**src/hw/rtl/assert_macros.svh**
```systemverilog
// Assertion macros shared by the release scheduler RTL.
`ifndef ASSERT_MACROS_SVH
`define ASSERT_MACROS_SVH

// Same-cycle implication, disabled while reset is asserted.
`define ASSERT_IMPL(label, clk, rstn, ante, cons, msg) \
    label: assert property (@(posedge clk) disable iff (!(rstn)) (ante) |-> (cons)) \
        else $error(msg);

// Next-cycle implication, disabled while reset is asserted.
`define ASSERT_NEXT(label, clk, rstn, ante, cons, msg) \
    label: assert property (@(posedge clk) disable iff (!(rstn)) (ante) |=> (cons)) \
        else $error(msg);

`endif

```
**src/hw/rtl/ptrs_pkg.sv**
```systemverilog
// Shared constants, codes and types of the periodic task release scheduler.
`default_nettype none

package ptrs_pkg;

    // Defaults for the top-level parameters.
    localparam int DEF_NUM_TASKS = 4;
    localparam int DEF_TIME_BITS = 32;

    // Fixed field widths.
    localparam int PHASE_W    = 16;
    localparam int MISS_W     = 16;
    localparam int EXEC_W     = 32;
    localparam int TOTAL_W    = 48;
    localparam int COUNT_W    = 32;
    localparam int MASK_W     = 4;
    localparam int IDX_W      = 2;
    localparam int OP_W       = 2;
    localparam int TASKS_W    = 3;
    localparam int CFG_IDX_W  = 3;
    localparam int CFG_DATA_W = 16;

    // Stream widths, padded to whole bytes.
    localparam int S_TDATA_W = 40;
    localparam int S_TUSER_W = 8;
    localparam int M_TDATA_W = 176;

    // Reset values of the configuration registers.
    localparam logic [PHASE_W-1:0] PERIOD_RESET = 16'd100;
    localparam logic [TASKS_W-1:0] TASKS_RESET  = 3'd4;

    // Configuration register indexes.
    localparam logic [CFG_IDX_W-1:0] CFG_ENABLE  = 3'd0;
    localparam logic [CFG_IDX_W-1:0] CFG_TASKS   = 3'd1;
    localparam logic [CFG_IDX_W-1:0] CFG_PERIOD0 = 3'd2;

    // Event kinds.
    typedef enum logic [OP_W-1:0] {
        OP_TICK   = 2'd0,
        OP_START  = 2'd1,
        OP_FINISH = 2'd2,
        OP_NONE   = 2'd3
    } opcode_t;

    // Per-slot commands, asserted only in the cycle a request is processed.
    typedef struct packed {
        logic tick;
        logic start;
        logic finish;
    } slot_ctrl_t;

    // Per-slot statistics as they stand after the current request.
    typedef struct packed {
        logic               running;
        logic [MISS_W-1:0]  miss_count;
        logic [EXEC_W-1:0]  min_exec;
        logic [EXEC_W-1:0]  max_exec;
        logic [TOTAL_W-1:0] total_exec;
        logic [COUNT_W-1:0] exec_count;
    } slot_stats_t;

endpackage

`default_nettype wire

```
**src/hw/rtl/ptrs_slot.sv**
```systemverilog
// One task slot: phase counter, running flag, miss counter and execution statistics.
`default_nettype none

module ptrs_slot #(
    parameter int TIME_BITS = ptrs_pkg::DEF_TIME_BITS
) (
    input  wire                               aclk,
    input  wire                               aresetn,
    input  ptrs_pkg::slot_ctrl_t              ctrl,
    input  wire  [ptrs_pkg::PHASE_W-1:0]      period,
    input  wire  [TIME_BITS-1:0]              exec_time,
    output logic                              release_pulse,
    output logic                              miss_pulse,
    output ptrs_pkg::slot_stats_t             stats_next
);

    `include "assert_macros.svh"

    logic [ptrs_pkg::PHASE_W-1:0] phase_reg, phase_next;
    logic                         running_reg, running_next;
    logic [ptrs_pkg::MISS_W-1:0]  miss_cnt_reg, miss_cnt_next;
    logic [TIME_BITS-1:0]         min_reg, min_next;
    logic [TIME_BITS-1:0]         max_reg, max_next;
    logic [ptrs_pkg::TOTAL_W-1:0] total_reg, total_next;
    logic [ptrs_pkg::COUNT_W-1:0] count_reg, count_next;

    logic [ptrs_pkg::PHASE_W:0]   phase_inc;
    logic                         wrap;
    logic [ptrs_pkg::TOTAL_W:0]   total_sum;

    // Phase wraps once the incremented count reaches the period; a zero period wraps every tick.
    assign phase_inc = {1'b0, phase_reg} + {{ptrs_pkg::PHASE_W{1'b0}}, 1'b1};
    assign wrap      = phase_inc >= {1'b0, period};
    assign total_sum = {1'b0, total_reg} + (ptrs_pkg::TOTAL_W + 1)'(exec_time);

    assign release_pulse = ctrl.tick && wrap && !running_reg;
    assign miss_pulse    = ctrl.tick && wrap && running_reg;

    // Next-state logic for tick, start and finish.
    always_comb begin
        phase_next    = phase_reg;
        running_next  = running_reg;
        miss_cnt_next = miss_cnt_reg;
        min_next      = min_reg;
        max_next      = max_reg;
        total_next    = total_reg;
        count_next    = count_reg;
        if (ctrl.tick) begin
            phase_next = wrap ? '0 : phase_inc[ptrs_pkg::PHASE_W-1:0];
            if (miss_pulse && (miss_cnt_reg != '1)) begin
                miss_cnt_next = miss_cnt_reg + ptrs_pkg::MISS_W'(1);
            end
        end
        if (ctrl.start) begin
            running_next = 1'b1;
        end
        if (ctrl.finish) begin
            running_next = 1'b0;
            // The stored minimum is meaningless until the first finish.
            if ((count_reg == '0) || (exec_time < min_reg)) begin
                min_next = exec_time;
            end
            if (exec_time > max_reg) begin
                max_next = exec_time;
            end
            total_next = total_sum[ptrs_pkg::TOTAL_W] ? '1 : total_sum[ptrs_pkg::TOTAL_W-1:0];
            if (count_reg != '1) begin
                count_next = count_reg + ptrs_pkg::COUNT_W'(1);
            end
        end
    end

    // Statistics after this request; minimum reads all ones before any finish.
    always_comb begin
        stats_next.running    = running_next;
        stats_next.miss_count = miss_cnt_next;
        stats_next.min_exec   = (count_next == '0) ? '1 : ptrs_pkg::EXEC_W'(min_next);
        stats_next.max_exec   = ptrs_pkg::EXEC_W'(max_next);
        stats_next.total_exec = total_next;
        stats_next.exec_count = count_next;
    end

    // Control and statistic registers.
    always_ff @(posedge aclk) begin
        if (!aresetn) begin
            phase_reg    <= '0;
            running_reg  <= 1'b0;
            miss_cnt_reg <= '0;
            max_reg      <= '0;
            total_reg    <= '0;
            count_reg    <= '0;
        end else begin
            phase_reg    <= phase_next;
            running_reg  <= running_next;
            miss_cnt_reg <= miss_cnt_next;
            max_reg      <= max_next;
            total_reg    <= total_next;
            count_reg    <= count_next;
        end
    end

    // The minimum needs no reset: it is only read once the count is nonzero.
    always_ff @(posedge aclk) begin
        min_reg <= min_next;
    end

    // Saturating counters never move backward.
    `ASSERT_NEXT(a_miss_monotonic, aclk, aresetn, 1'b1,
        miss_cnt_reg >= $past(miss_cnt_reg), "miss counter decreased")
    `ASSERT_NEXT(a_count_monotonic, aclk, aresetn, 1'b1,
        count_reg >= $past(count_reg), "execution count decreased")
    `ASSERT_NEXT(a_total_monotonic, aclk, aresetn, 1'b1,
        total_reg >= $past(total_reg), "execution total decreased")

endmodule

`default_nettype wire

```
**src/hw/rtl/periodic_task_release_scheduler_top.sv**
```systemverilog
// Top level of the periodic task release scheduler: stream ports, configuration and readout.
//
// Channel  Direction  Handshake                Contents
// s_       in         s_tvalid / s_tready      tuser: opcode; tdata: task_index, exec_time
// m_       out        m_tvalid / m_tready      tdata: masks and selected task statistics
// cfg_     in         cfg_valid / cfg_ready    cfg_index, cfg_data (register write)
//
// One request per cycle is sustained while the output register is drained; a request passes
// through the input register, where it is evaluated against the slot state, and its result
// is loaded into the output register on the edge at which it leaves the input register.
// When the output register is full and not taken, the input register holds its request.
// aresetn is synchronous and active low; configuration writes are accepted every cycle.
`default_nettype none

module periodic_task_release_scheduler_top #(
    parameter int NUM_TASKS = ptrs_pkg::DEF_NUM_TASKS,
    parameter int TIME_BITS = ptrs_pkg::DEF_TIME_BITS
) (
    input  wire                                 aclk,
    input  wire                                 aresetn,
    // Request stream
    input  wire                                 s_tvalid,
    output logic                                s_tready,
    input  wire  [ptrs_pkg::S_TDATA_W-1:0]      s_tdata,   // task_index, exec_time
    input  wire  [ptrs_pkg::S_TUSER_W-1:0]      s_tuser,   // opcode
    // Result stream
    output logic                                m_tvalid,
    input  wire                                 m_tready,
    // release_mask, miss_mask, sel_running, sel_miss_count, sel_min_exec,
    // sel_max_exec, sel_total_exec, sel_exec_count
    output logic [ptrs_pkg::M_TDATA_W-1:0]      m_tdata,
    // Configuration writes
    input  wire                                 cfg_valid,
    output logic                                cfg_ready,
    input  wire  [ptrs_pkg::CFG_IDX_W-1:0]      cfg_index,
    input  wire  [ptrs_pkg::CFG_DATA_W-1:0]     cfg_data
);

    `include "assert_macros.svh"

    // Configuration registers.
    logic                           enable_reg;
    logic [ptrs_pkg::TASKS_W-1:0]   tasks_reg;
    logic [ptrs_pkg::PHASE_W-1:0]   period_reg [NUM_TASKS];

    // Input stage.
    logic                           in_valid_reg;
    ptrs_pkg::opcode_t              in_op_reg;
    logic [ptrs_pkg::IDX_W-1:0]     in_idx_reg;
    logic [TIME_BITS-1:0]           in_time_reg;

    // Output stage.
    logic                           out_valid_reg;
    logic [ptrs_pkg::MASK_W-1:0]    release_mask_reg;
    logic [ptrs_pkg::MASK_W-1:0]    miss_mask_reg;
    ptrs_pkg::slot_stats_t          sel_stats_reg;

    logic                           advance;
    logic [NUM_TASKS-1:0]           release_vec;
    logic [NUM_TASKS-1:0]           miss_vec;
    ptrs_pkg::slot_stats_t          slot_stats [NUM_TASKS];
    ptrs_pkg::slot_stats_t          sel_stats;

    // The input stage moves on when the output register is empty or being drained.
    assign advance   = in_valid_reg && (!out_valid_reg || m_tready);
    assign s_tready  = !in_valid_reg || advance;
    assign cfg_ready = 1'b1;

    // Configuration register writes.
    always_ff @(posedge aclk) begin
        if (!aresetn) begin
            enable_reg <= 1'b0;
            tasks_reg  <= ptrs_pkg::TASKS_RESET;
        end else if (cfg_valid) begin
            if (cfg_index == ptrs_pkg::CFG_ENABLE) begin
                enable_reg <= cfg_data[0];
            end
            if (cfg_index == ptrs_pkg::CFG_TASKS) begin
                tasks_reg <= cfg_data[ptrs_pkg::TASKS_W-1:0];
            end
        end
    end

    // Period registers, one per task.
    always_ff @(posedge aclk) begin
        for (int i = 0; i < NUM_TASKS; i++) begin
            if (!aresetn) begin
                period_reg[i] <= ptrs_pkg::PERIOD_RESET;
            end else if (cfg_valid &&
                         (cfg_index == ptrs_pkg::CFG_PERIOD0 + ptrs_pkg::CFG_IDX_W'(i))) begin
                period_reg[i] <= cfg_data;
            end
        end
    end

    // One slot per task.
    for (genvar i = 0; i < NUM_TASKS; i++) begin : g_slot
        ptrs_pkg::slot_ctrl_t ctrl;
        logic                 hit;

        assign hit = in_idx_reg == ptrs_pkg::IDX_W'(i);

        // Slots beyond the configured count hold their phase on ticks.
        always_comb begin
            ctrl.tick   = advance && (in_op_reg == ptrs_pkg::OP_TICK) && enable_reg &&
                          (ptrs_pkg::TASKS_W'(i) < tasks_reg);
            ctrl.start  = advance && (in_op_reg == ptrs_pkg::OP_START) && hit;
            ctrl.finish = advance && (in_op_reg == ptrs_pkg::OP_FINISH) && hit;
        end

        ptrs_slot #(
            .TIME_BITS (TIME_BITS)
        ) u_slot (
            .aclk          (aclk),
            .aresetn       (aresetn),
            .ctrl          (ctrl),
            .period        (period_reg[i]),
            .exec_time     (in_time_reg),
            .release_pulse (release_vec[i]),
            .miss_pulse    (miss_vec[i]),
            .stats_next    (slot_stats[i])
        );
    end

    // Readout of the selected slot; an index with no slot reads as zero.
    always_comb begin
        sel_stats = '0;
        for (int i = 0; i < NUM_TASKS; i++) begin
            if (in_idx_reg == ptrs_pkg::IDX_W'(i)) begin
                sel_stats = slot_stats[i];
            end
        end
    end

    // Input register.
    always_ff @(posedge aclk) begin
        if (!aresetn) begin
            in_valid_reg <= 1'b0;
        end else if (s_tready) begin
            in_valid_reg <= s_tvalid;
        end
    end

    always_ff @(posedge aclk) begin
        if (s_tvalid && s_tready) begin
            in_op_reg   <= ptrs_pkg::opcode_t'(s_tuser[ptrs_pkg::OP_W-1:0]);
            in_idx_reg  <= s_tdata[ptrs_pkg::IDX_W-1:0];
            in_time_reg <= s_tdata[ptrs_pkg::IDX_W +: TIME_BITS];
        end
    end

    // Output register.
    always_ff @(posedge aclk) begin
        if (!aresetn) begin
            out_valid_reg <= 1'b0;
        end else if (advance) begin
            out_valid_reg <= 1'b1;
        end else if (m_tready) begin
            out_valid_reg <= 1'b0;
        end
    end

    always_ff @(posedge aclk) begin
        if (advance) begin
            release_mask_reg <= ptrs_pkg::MASK_W'(release_vec);
            miss_mask_reg    <= ptrs_pkg::MASK_W'(miss_vec);
            sel_stats_reg    <= sel_stats;
        end
    end

    assign m_tvalid = out_valid_reg;
    assign m_tdata  = {7'd0,
                       sel_stats_reg.exec_count,
                       sel_stats_reg.total_exec,
                       sel_stats_reg.max_exec,
                       sel_stats_reg.min_exec,
                       sel_stats_reg.miss_count,
                       sel_stats_reg.running,
                       miss_mask_reg,
                       release_mask_reg};

    // A task is either released or late on a tick, never both.
    `ASSERT_IMPL(a_masks_disjoint, aclk, aresetn, out_valid_reg,
        (release_mask_reg & miss_mask_reg) == '0, "release and miss set for one task")
    // A result appears only when the input stage hands one over.
    `ASSERT_NEXT(a_no_spurious_result, aclk, aresetn, !out_valid_reg && !advance,
        !out_valid_reg, "result appeared without a request")
    // A blocked request stays in the input register unchanged.
    `ASSERT_NEXT(a_input_held, aclk, aresetn, in_valid_reg && !advance,
        in_valid_reg && $stable(in_time_reg) && $stable(in_idx_reg),
        "blocked request was lost or changed")

endmodule

`default_nettype wire

```
**config.mk**
```make
export PLATFORM = sky130hd
export DESIGN_NAME = periodic_task_release_scheduler_top
export DESIGN_NICKNAME = d
export VERILOG_FILES = /design/src/hw/rtl/ptrs_pkg.sv /design/src/hw/rtl/ptrs_slot.sv /design/src/hw/rtl/periodic_task_release_scheduler_top.sv
export VERILOG_INCLUDE_DIRS = /design/src /design/src/hw/rtl
export SDC_FILE = /design/constraint.sdc
export NUM_CORES = 2
export LEC_CHECK = 0
export BUFFER_PORTS_ARGS = -buffer_cell sky130_fd_sc_hd__buf_4
export CORE_ASPECT_RATIO = 0.7
export CORE_MARGIN = 10
export CORE_UTILIZATION = 63
export CTS_CLUSTER_SIZE = 25
export DETAILED_ROUTE_END_ITERATION = 8
export PLACE_DENSITY_LB_ADDON = 0.2
export SLEW_MARGIN = 20
export SYNTH_ARGS = -nofsm -noshare
export SYNTH_HDL_FRONTEND = slang
export SYNTH_SLANG_ARGS = --single-unit
```
**constraint.sdc**
```tcl
create_clock -name aclk -period 6.6 [get_ports aclk]
set_clock_uncertainty 0.1 [all_clocks]
set_input_delay 0.33 -clock aclk [delete_from_list [all_inputs] [get_ports aclk]]
set_output_delay 0.33 -clock aclk [all_outputs]
set_load 0.02 [all_outputs]
```
-- Word level (Yosys, flattened, before mapping)
Memories as Yosys holds them, arrays and structs flattened.
Index checks and enable logic that the tools add are counted.
- bits in registers: 919
- memory bits (writable): 64
- input port bits: 72
- word-level logic and storage cells: 241
- memories: 1
- memories (memory ; words ; bits a word ; rd ports ; clocked after memory_dff ; wr ports ; RTL line ; source):
    period_reg ; 4 ; 16 ; 4 ; 0 ; 4 ; periodic_task_release_scheduler_top.sv:44 ; logic [ptrs_pkg::PHASE_W-1:0] period_reg [NUM_TASKS];
- $add $sub $neg: 16
- order comparisons: 16
- equality and inequality tests: 18
- mux-type cells: 79
- bitwise operators: 4
- reduce and logical (&&, ||, !) cells: 64
- operator list (kind ; number):
    2-to-1 mux 32 bit ; 28
    2-to-1 mux 161 bit ; 4
    2-to-1 mux 48 bit ; 8
    logical NOT 32 bit ; 8
    2-to-1 mux 16 bit ; 16
    adder 48 x 32 -> 49 bit ; 4
    adder 32 x 1 -> 32 bit (second input constant) ; 4
    > comparator 32 bit ; 4
    less-than comparator 32 bit ; 4
    != test 32 bit (second input constant) ; 4
    adder 16 x 1 -> 17 bit (second input constant) ; 4
    >= comparator 17 x 16 -> 1 bit ; 4
    adder 16 x 1 -> 16 bit (second input constant) ; 4
    != test 16 bit (second input constant) ; 4
    logical AND 1 bit ; 38
    2-to-1 mux 1 bit ; 23
    equality test 2 bit (second input constant) ; 3
    equality test 3 x 2 -> 1 bit (second input constant) ; 2
    equality test 3 bit (second input constant) ; 2
    logical NOT 1 bit ; 6
    logical OR 1 bit ; 6
    less-than comparator 1 x 3 -> 1 bit (first input constant) ; 2
    less-than comparator 2 x 3 -> 1 bit (first input constant) ; 2
    equality test 2 x 1 -> 1 bit (second input constant) ; 2
    other kinds (6) ; 11

-- Depth between registers and ports, before layout
- depth after elaboration: 15
- gate-level depth with buffers: 19
- depth with buffers taken out: 18

-- By module
Synthesis repeated with hierarchy kept, for this count alone.
- cells, all modules: 6640
- area, all modules: 62257.2 um^2
- by module, submodules not included (module ; instances ; cells an instance ; area each (um^2)):
    ptrs_slot at g_slot[1].u_slot ... ; 2 ; 1484 ; 12156.7
    ptrs_slot at g_slot[0].u_slot ; 1 ; 1648 ; 13023.7
    periodic_task_release_scheduler_top ; 1 ; 609 ; 12899.9
    ptrs_slot at g_slot[3].u_slot ; 1 ; 1415 ; 12020.3

-- Worst setup path before layout
Ideal clock, no wire load.
- path type: register -> register
- start: register out_valid_reg (netlist: m_tvalid)
- end: register sel_stats_reg, in the netlist m_tdata[100], enable pin
- setup time: 0.521 ns
- arrival: 4.086 ns
- data required time: 5.979 ns
- setup slack: 1.893 ns
- stages on the path, launching flop included: 5
- buffers on the path: 1
- path through: dfxtp_1 > nand2b_1 > buf_2 > nand2_1 > inv_1
- cells in the longest elaborated chain, start to end: 3
- RTL lines (element ; RTL line ; source):
    start: declaration ; periodic_task_release_scheduler_top.sv:53 ; logic out_valid_reg;
    start signal: assignment ; periodic_task_release_scheduler_top.sv:155 ; out_valid_reg <= 1'b0;
    start signal: assignment ; periodic_task_release_scheduler_top.sv:157 ; out_valid_reg <= 1'b1;
    start signal: assignment ; periodic_task_release_scheduler_top.sv:159 ; out_valid_reg <= 1'b0;
    logical NOT 1 bit ; periodic_task_release_scheduler_top.sv:65 ; assign advance = in_valid_reg && (!out_valid_reg || m_tready);
    logical OR 1 bit ; periodic_task_release_scheduler_top.sv:65 ;
    logical AND 1 bit ; periodic_task_release_scheduler_top.sv:65 ;
    net advance ; periodic_task_release_scheduler_top.sv:58 ; logic advance;
    end signal: assignment ; periodic_task_release_scheduler_top.sv:167 ; sel_stats_reg <= sel_stats;
    end: declaration ; periodic_task_release_scheduler_top.sv:56 ; ptrs_pkg::slot_stats_t sel_stats_reg;
The timed path passes the listed nets, and every way through them passes these cells.
A chain may end at the register's enable or synchronous reset.

==> metrics.yaml <==
setup_path:
  start_kind: "flop"
  worstPathRequired_ps: 6950
  path_buf_inv: 3
  cpMaxStageDelayCell: "nor2_2"
  max_stage_delay_ps: 670
  crit_path_end_kind: "flop"
  reg2reg_depth: 14
  cp.depth: 14
  worst-setup-path-type: "flop to flop"
  worstPathCellList: "inv_1 > fa_1 > nand2b_1 > a211oi_1 > nor4b_1 > o21ai_0 > nand4bb_1 > a21oi_1 > buf_4 > o2111a_1 > nor2_2 > buf_4 > a21oi_1 > mux4_2"
  path_max_fanout: 13
  critPathTopFamily: "simple AND/OR/NAND/NOR gates"
  crit_arrival_ps: 5960
power:
  power.density_nw_per_um2: 222
  p_leak_nw: 27.6
  max-vdd-ir-drop_mv: 0.211
drt:
  drc: 0
  viasPerCell: 6.55
  vias: 53700
  ant_nets: 0
  routedWlPerCell_um: 24.6
  drt_iter0_markers: 7003
  routed_wl_um: 201000
  drtPass1Iterations: 9
place:
  pre_cts_ws_ps: 1250
  place_congestion: 0.987
  dpl_cell_area_um2: 63300
  dpl.hpwl_um: 148000
  port_buffers: 230
  place_inst: 7952
timing:
  rsz0062_at_grt: "no"
  tightest_slew_ps: 1150
  hold_viol_final: 0
  finalSetupTns_ps: 0
  fmax_mhz: 178
  slew_viol_final: 0
  setup_viol: 0
  slew-limit-headroom_pct: 23.1
  worst_slack_ps: 988
  min_period_ps: 5610
  fin_crit_sh_pct: 85.0
grt:
  grt_overflow: 0
  grt_pass1_vias: 49700
  antenna_found_initial: 10
  grt_pass1_wl_um: 302000
  grt_max_degree: 164
  grt_usage_pct: 35.5
logic_synthesis:
  yosysWarningCount: 0
  synth.area.top_cells: "dfxtp_1, edfxtp_1, ha_1"
  synth-edff-count: 269
  synth_area_um2: 60300
  ys_types: 115
  synth-async-reset-ratio_pct: 0
  netlist_instances: 6678
  synth_top_area_share_pct: 23.7
  synth_seq_area_share_pct: 37.1
  yosys.area.top_type: "dfxtp_1"
  ys.flop_type: "dfxtp_1"
  synth_area_per_cell_um2: 9.03
  yosys_register_bits: 983
cells_and_area:
  regArea_um2: 22400
  antenna_cells: 0
  fill_cells: 7304
  multi_input_area_um2: 35100
  layout.nets: 7402
  final_cells: 8198
  largest_reg_flops: 192
  area.growth.synth_to_final_pct: 11.4
  drive_gt1_share_pct: 11.6
  final_cell_area_um2: 67200
  post-route-util_pct: 71.2
clock_network:
  cts.sinks: 983
  cts_tree: "done"
  clk_latency_ps: 720
  clock_tree.buffer_depth: 3
  cts_root_buf: "clkbuf_16"
  cts_inserted_buffers: 98
  h-tree-depth: 3
  post_cts_resized: 0
  clkTransAtPathRegs_ps: 60
floorplan:
  die_h_um: 279
  start_util_pct: 63.9
  rows: 94
  die_width_um: 390
  io_pins: 251
  die-area_um2: 109000
  coreArea_um2: 94400
hold_path:
  hold_depth: 4
  hp-class: "primary input to flop"
run:
  drv_cap: 0
status:
  outcome: "finished clean"
==> routing by layer <==
layer / GRT usage, % / part of all wire, % / routed length (µm) / vias to the layer above
met2: 49.4 / 40 / 80500 / 3058
met1: 50.5 / 42 / 85600 / 25500
met4: 11.7 / 3.6 / 7310 / 4
met5: 0 / 0.011 / 23 / -
li1: - / - / - / 24700
met3: 12.6 / 14 / 28000 / 431
==> cell usage after synthesis (all sizes together) (32+ instances only) <==
library cell / n
and2: 338
o21ai: 256
inv: 430
xor2: 183
nand2: 377
o211ai: 58
dfxtp: 714
nor2: 672
or3: 43
mux4: 40
ha: 460
mux2i: 120
edfxtp: 269
xnor2: 205
mux2: 131
nor3: 131
a31oi: 70
and4: 46
nand4: 164
clkbuf: 248
a21o: 127
buf: 79
nand2b: 32
and3: 114
o221ai: 44
nor4: 88
a21oi: 411
nand3: 187
o21a: 54
a211oi: 63
==> area by class of cell <==
class / instances / area share [%]
inverter: 430 / 2.43
tap: 1248 / 2.32
sequential: 983 / 33.3
clock inverter: 48 / 0.778
multi-input combinational: 4943 / 52.2
timing repair buffer: 410 / 4.85
clock buffer: 136 / 4.11
==> what timing repair did <==
action,CTS,global route
buffers inserted,0,0
hold endpoints to repair,106,0
hold buffers,60,0
==> final timing paths <==
| check | slack, ps | endpoint | start |
|---|---|---|---|
| min reg2reg | 380 | g_slot[0].u_slot.phase_reg[15]$_SDFFE_PN0P_ | g_slot[0].u_slot.phase_reg[15]$_SDFFE_PN0P_ |
| min | 100 | tasks_reg[0]$_SDFFE_PN0P_ | cfg_valid |
| max reg2reg | 990 | m_tdata[113]$_DFFE_PP_ | in_time_reg[1]$_DFFE_PP_ |
| max | 990 | m_tdata[113]$_DFFE_PP_ | in_time_reg[1]$_DFFE_PP_ |
==> cell families after synthesis <==
logic type,count (synthesis),share of synthesized area (%)
xor gates and xnor gates,388,5.63
other,2,0.0125
and+or+nand+nor,2333,20.1
muxes,291,5.93
adders and majority gates,464,9.67
DFF,983,37.1
AOI/OAI and AO/OA,1459,16.6
buffers and inverters,758,4.96
==> report_power, final <==
| part | total (mW) | switching [mW] | internal (mW) |
|---|---|---|---|
| clock network | 5.88 | 2.59 | 3.29 |
| logic | 2.26 | 1.38 | 0.884 |
| registers | 6.77 | 0.210 | 6.56 |
| total | 14.9 | 4.18 | 10.7 |
==> tightest hold or removal path: stages <==
cell     delay [ps]
buf_4           120
nor4b_1         200
mux2i_1         140
nor2_1           70
==> placed cells by master (no fill, tap or decap), drive strengths merged, types with 256 or more instances in the layout <==
master	synthesis	routed
dfxtp	714	714
nor2	672	672
ha	460	460
inv	430	436
a21oi	411	411
nand2	377	377
buf	79	350
and2	338	338
edfxtp	269	269
o21ai	256	256
==> through the flow <==
step	power, mW	hold slack (ps)
6_report	14.9	99.0
4_1_cts	14.9	52.0
5_1_grt	15.4	78.6
3_5_place_dp	9.04	373
3_3_place_gp	8.96	363
2_1_floorplan	8.30	329
(Power assumes the default switching activity.)
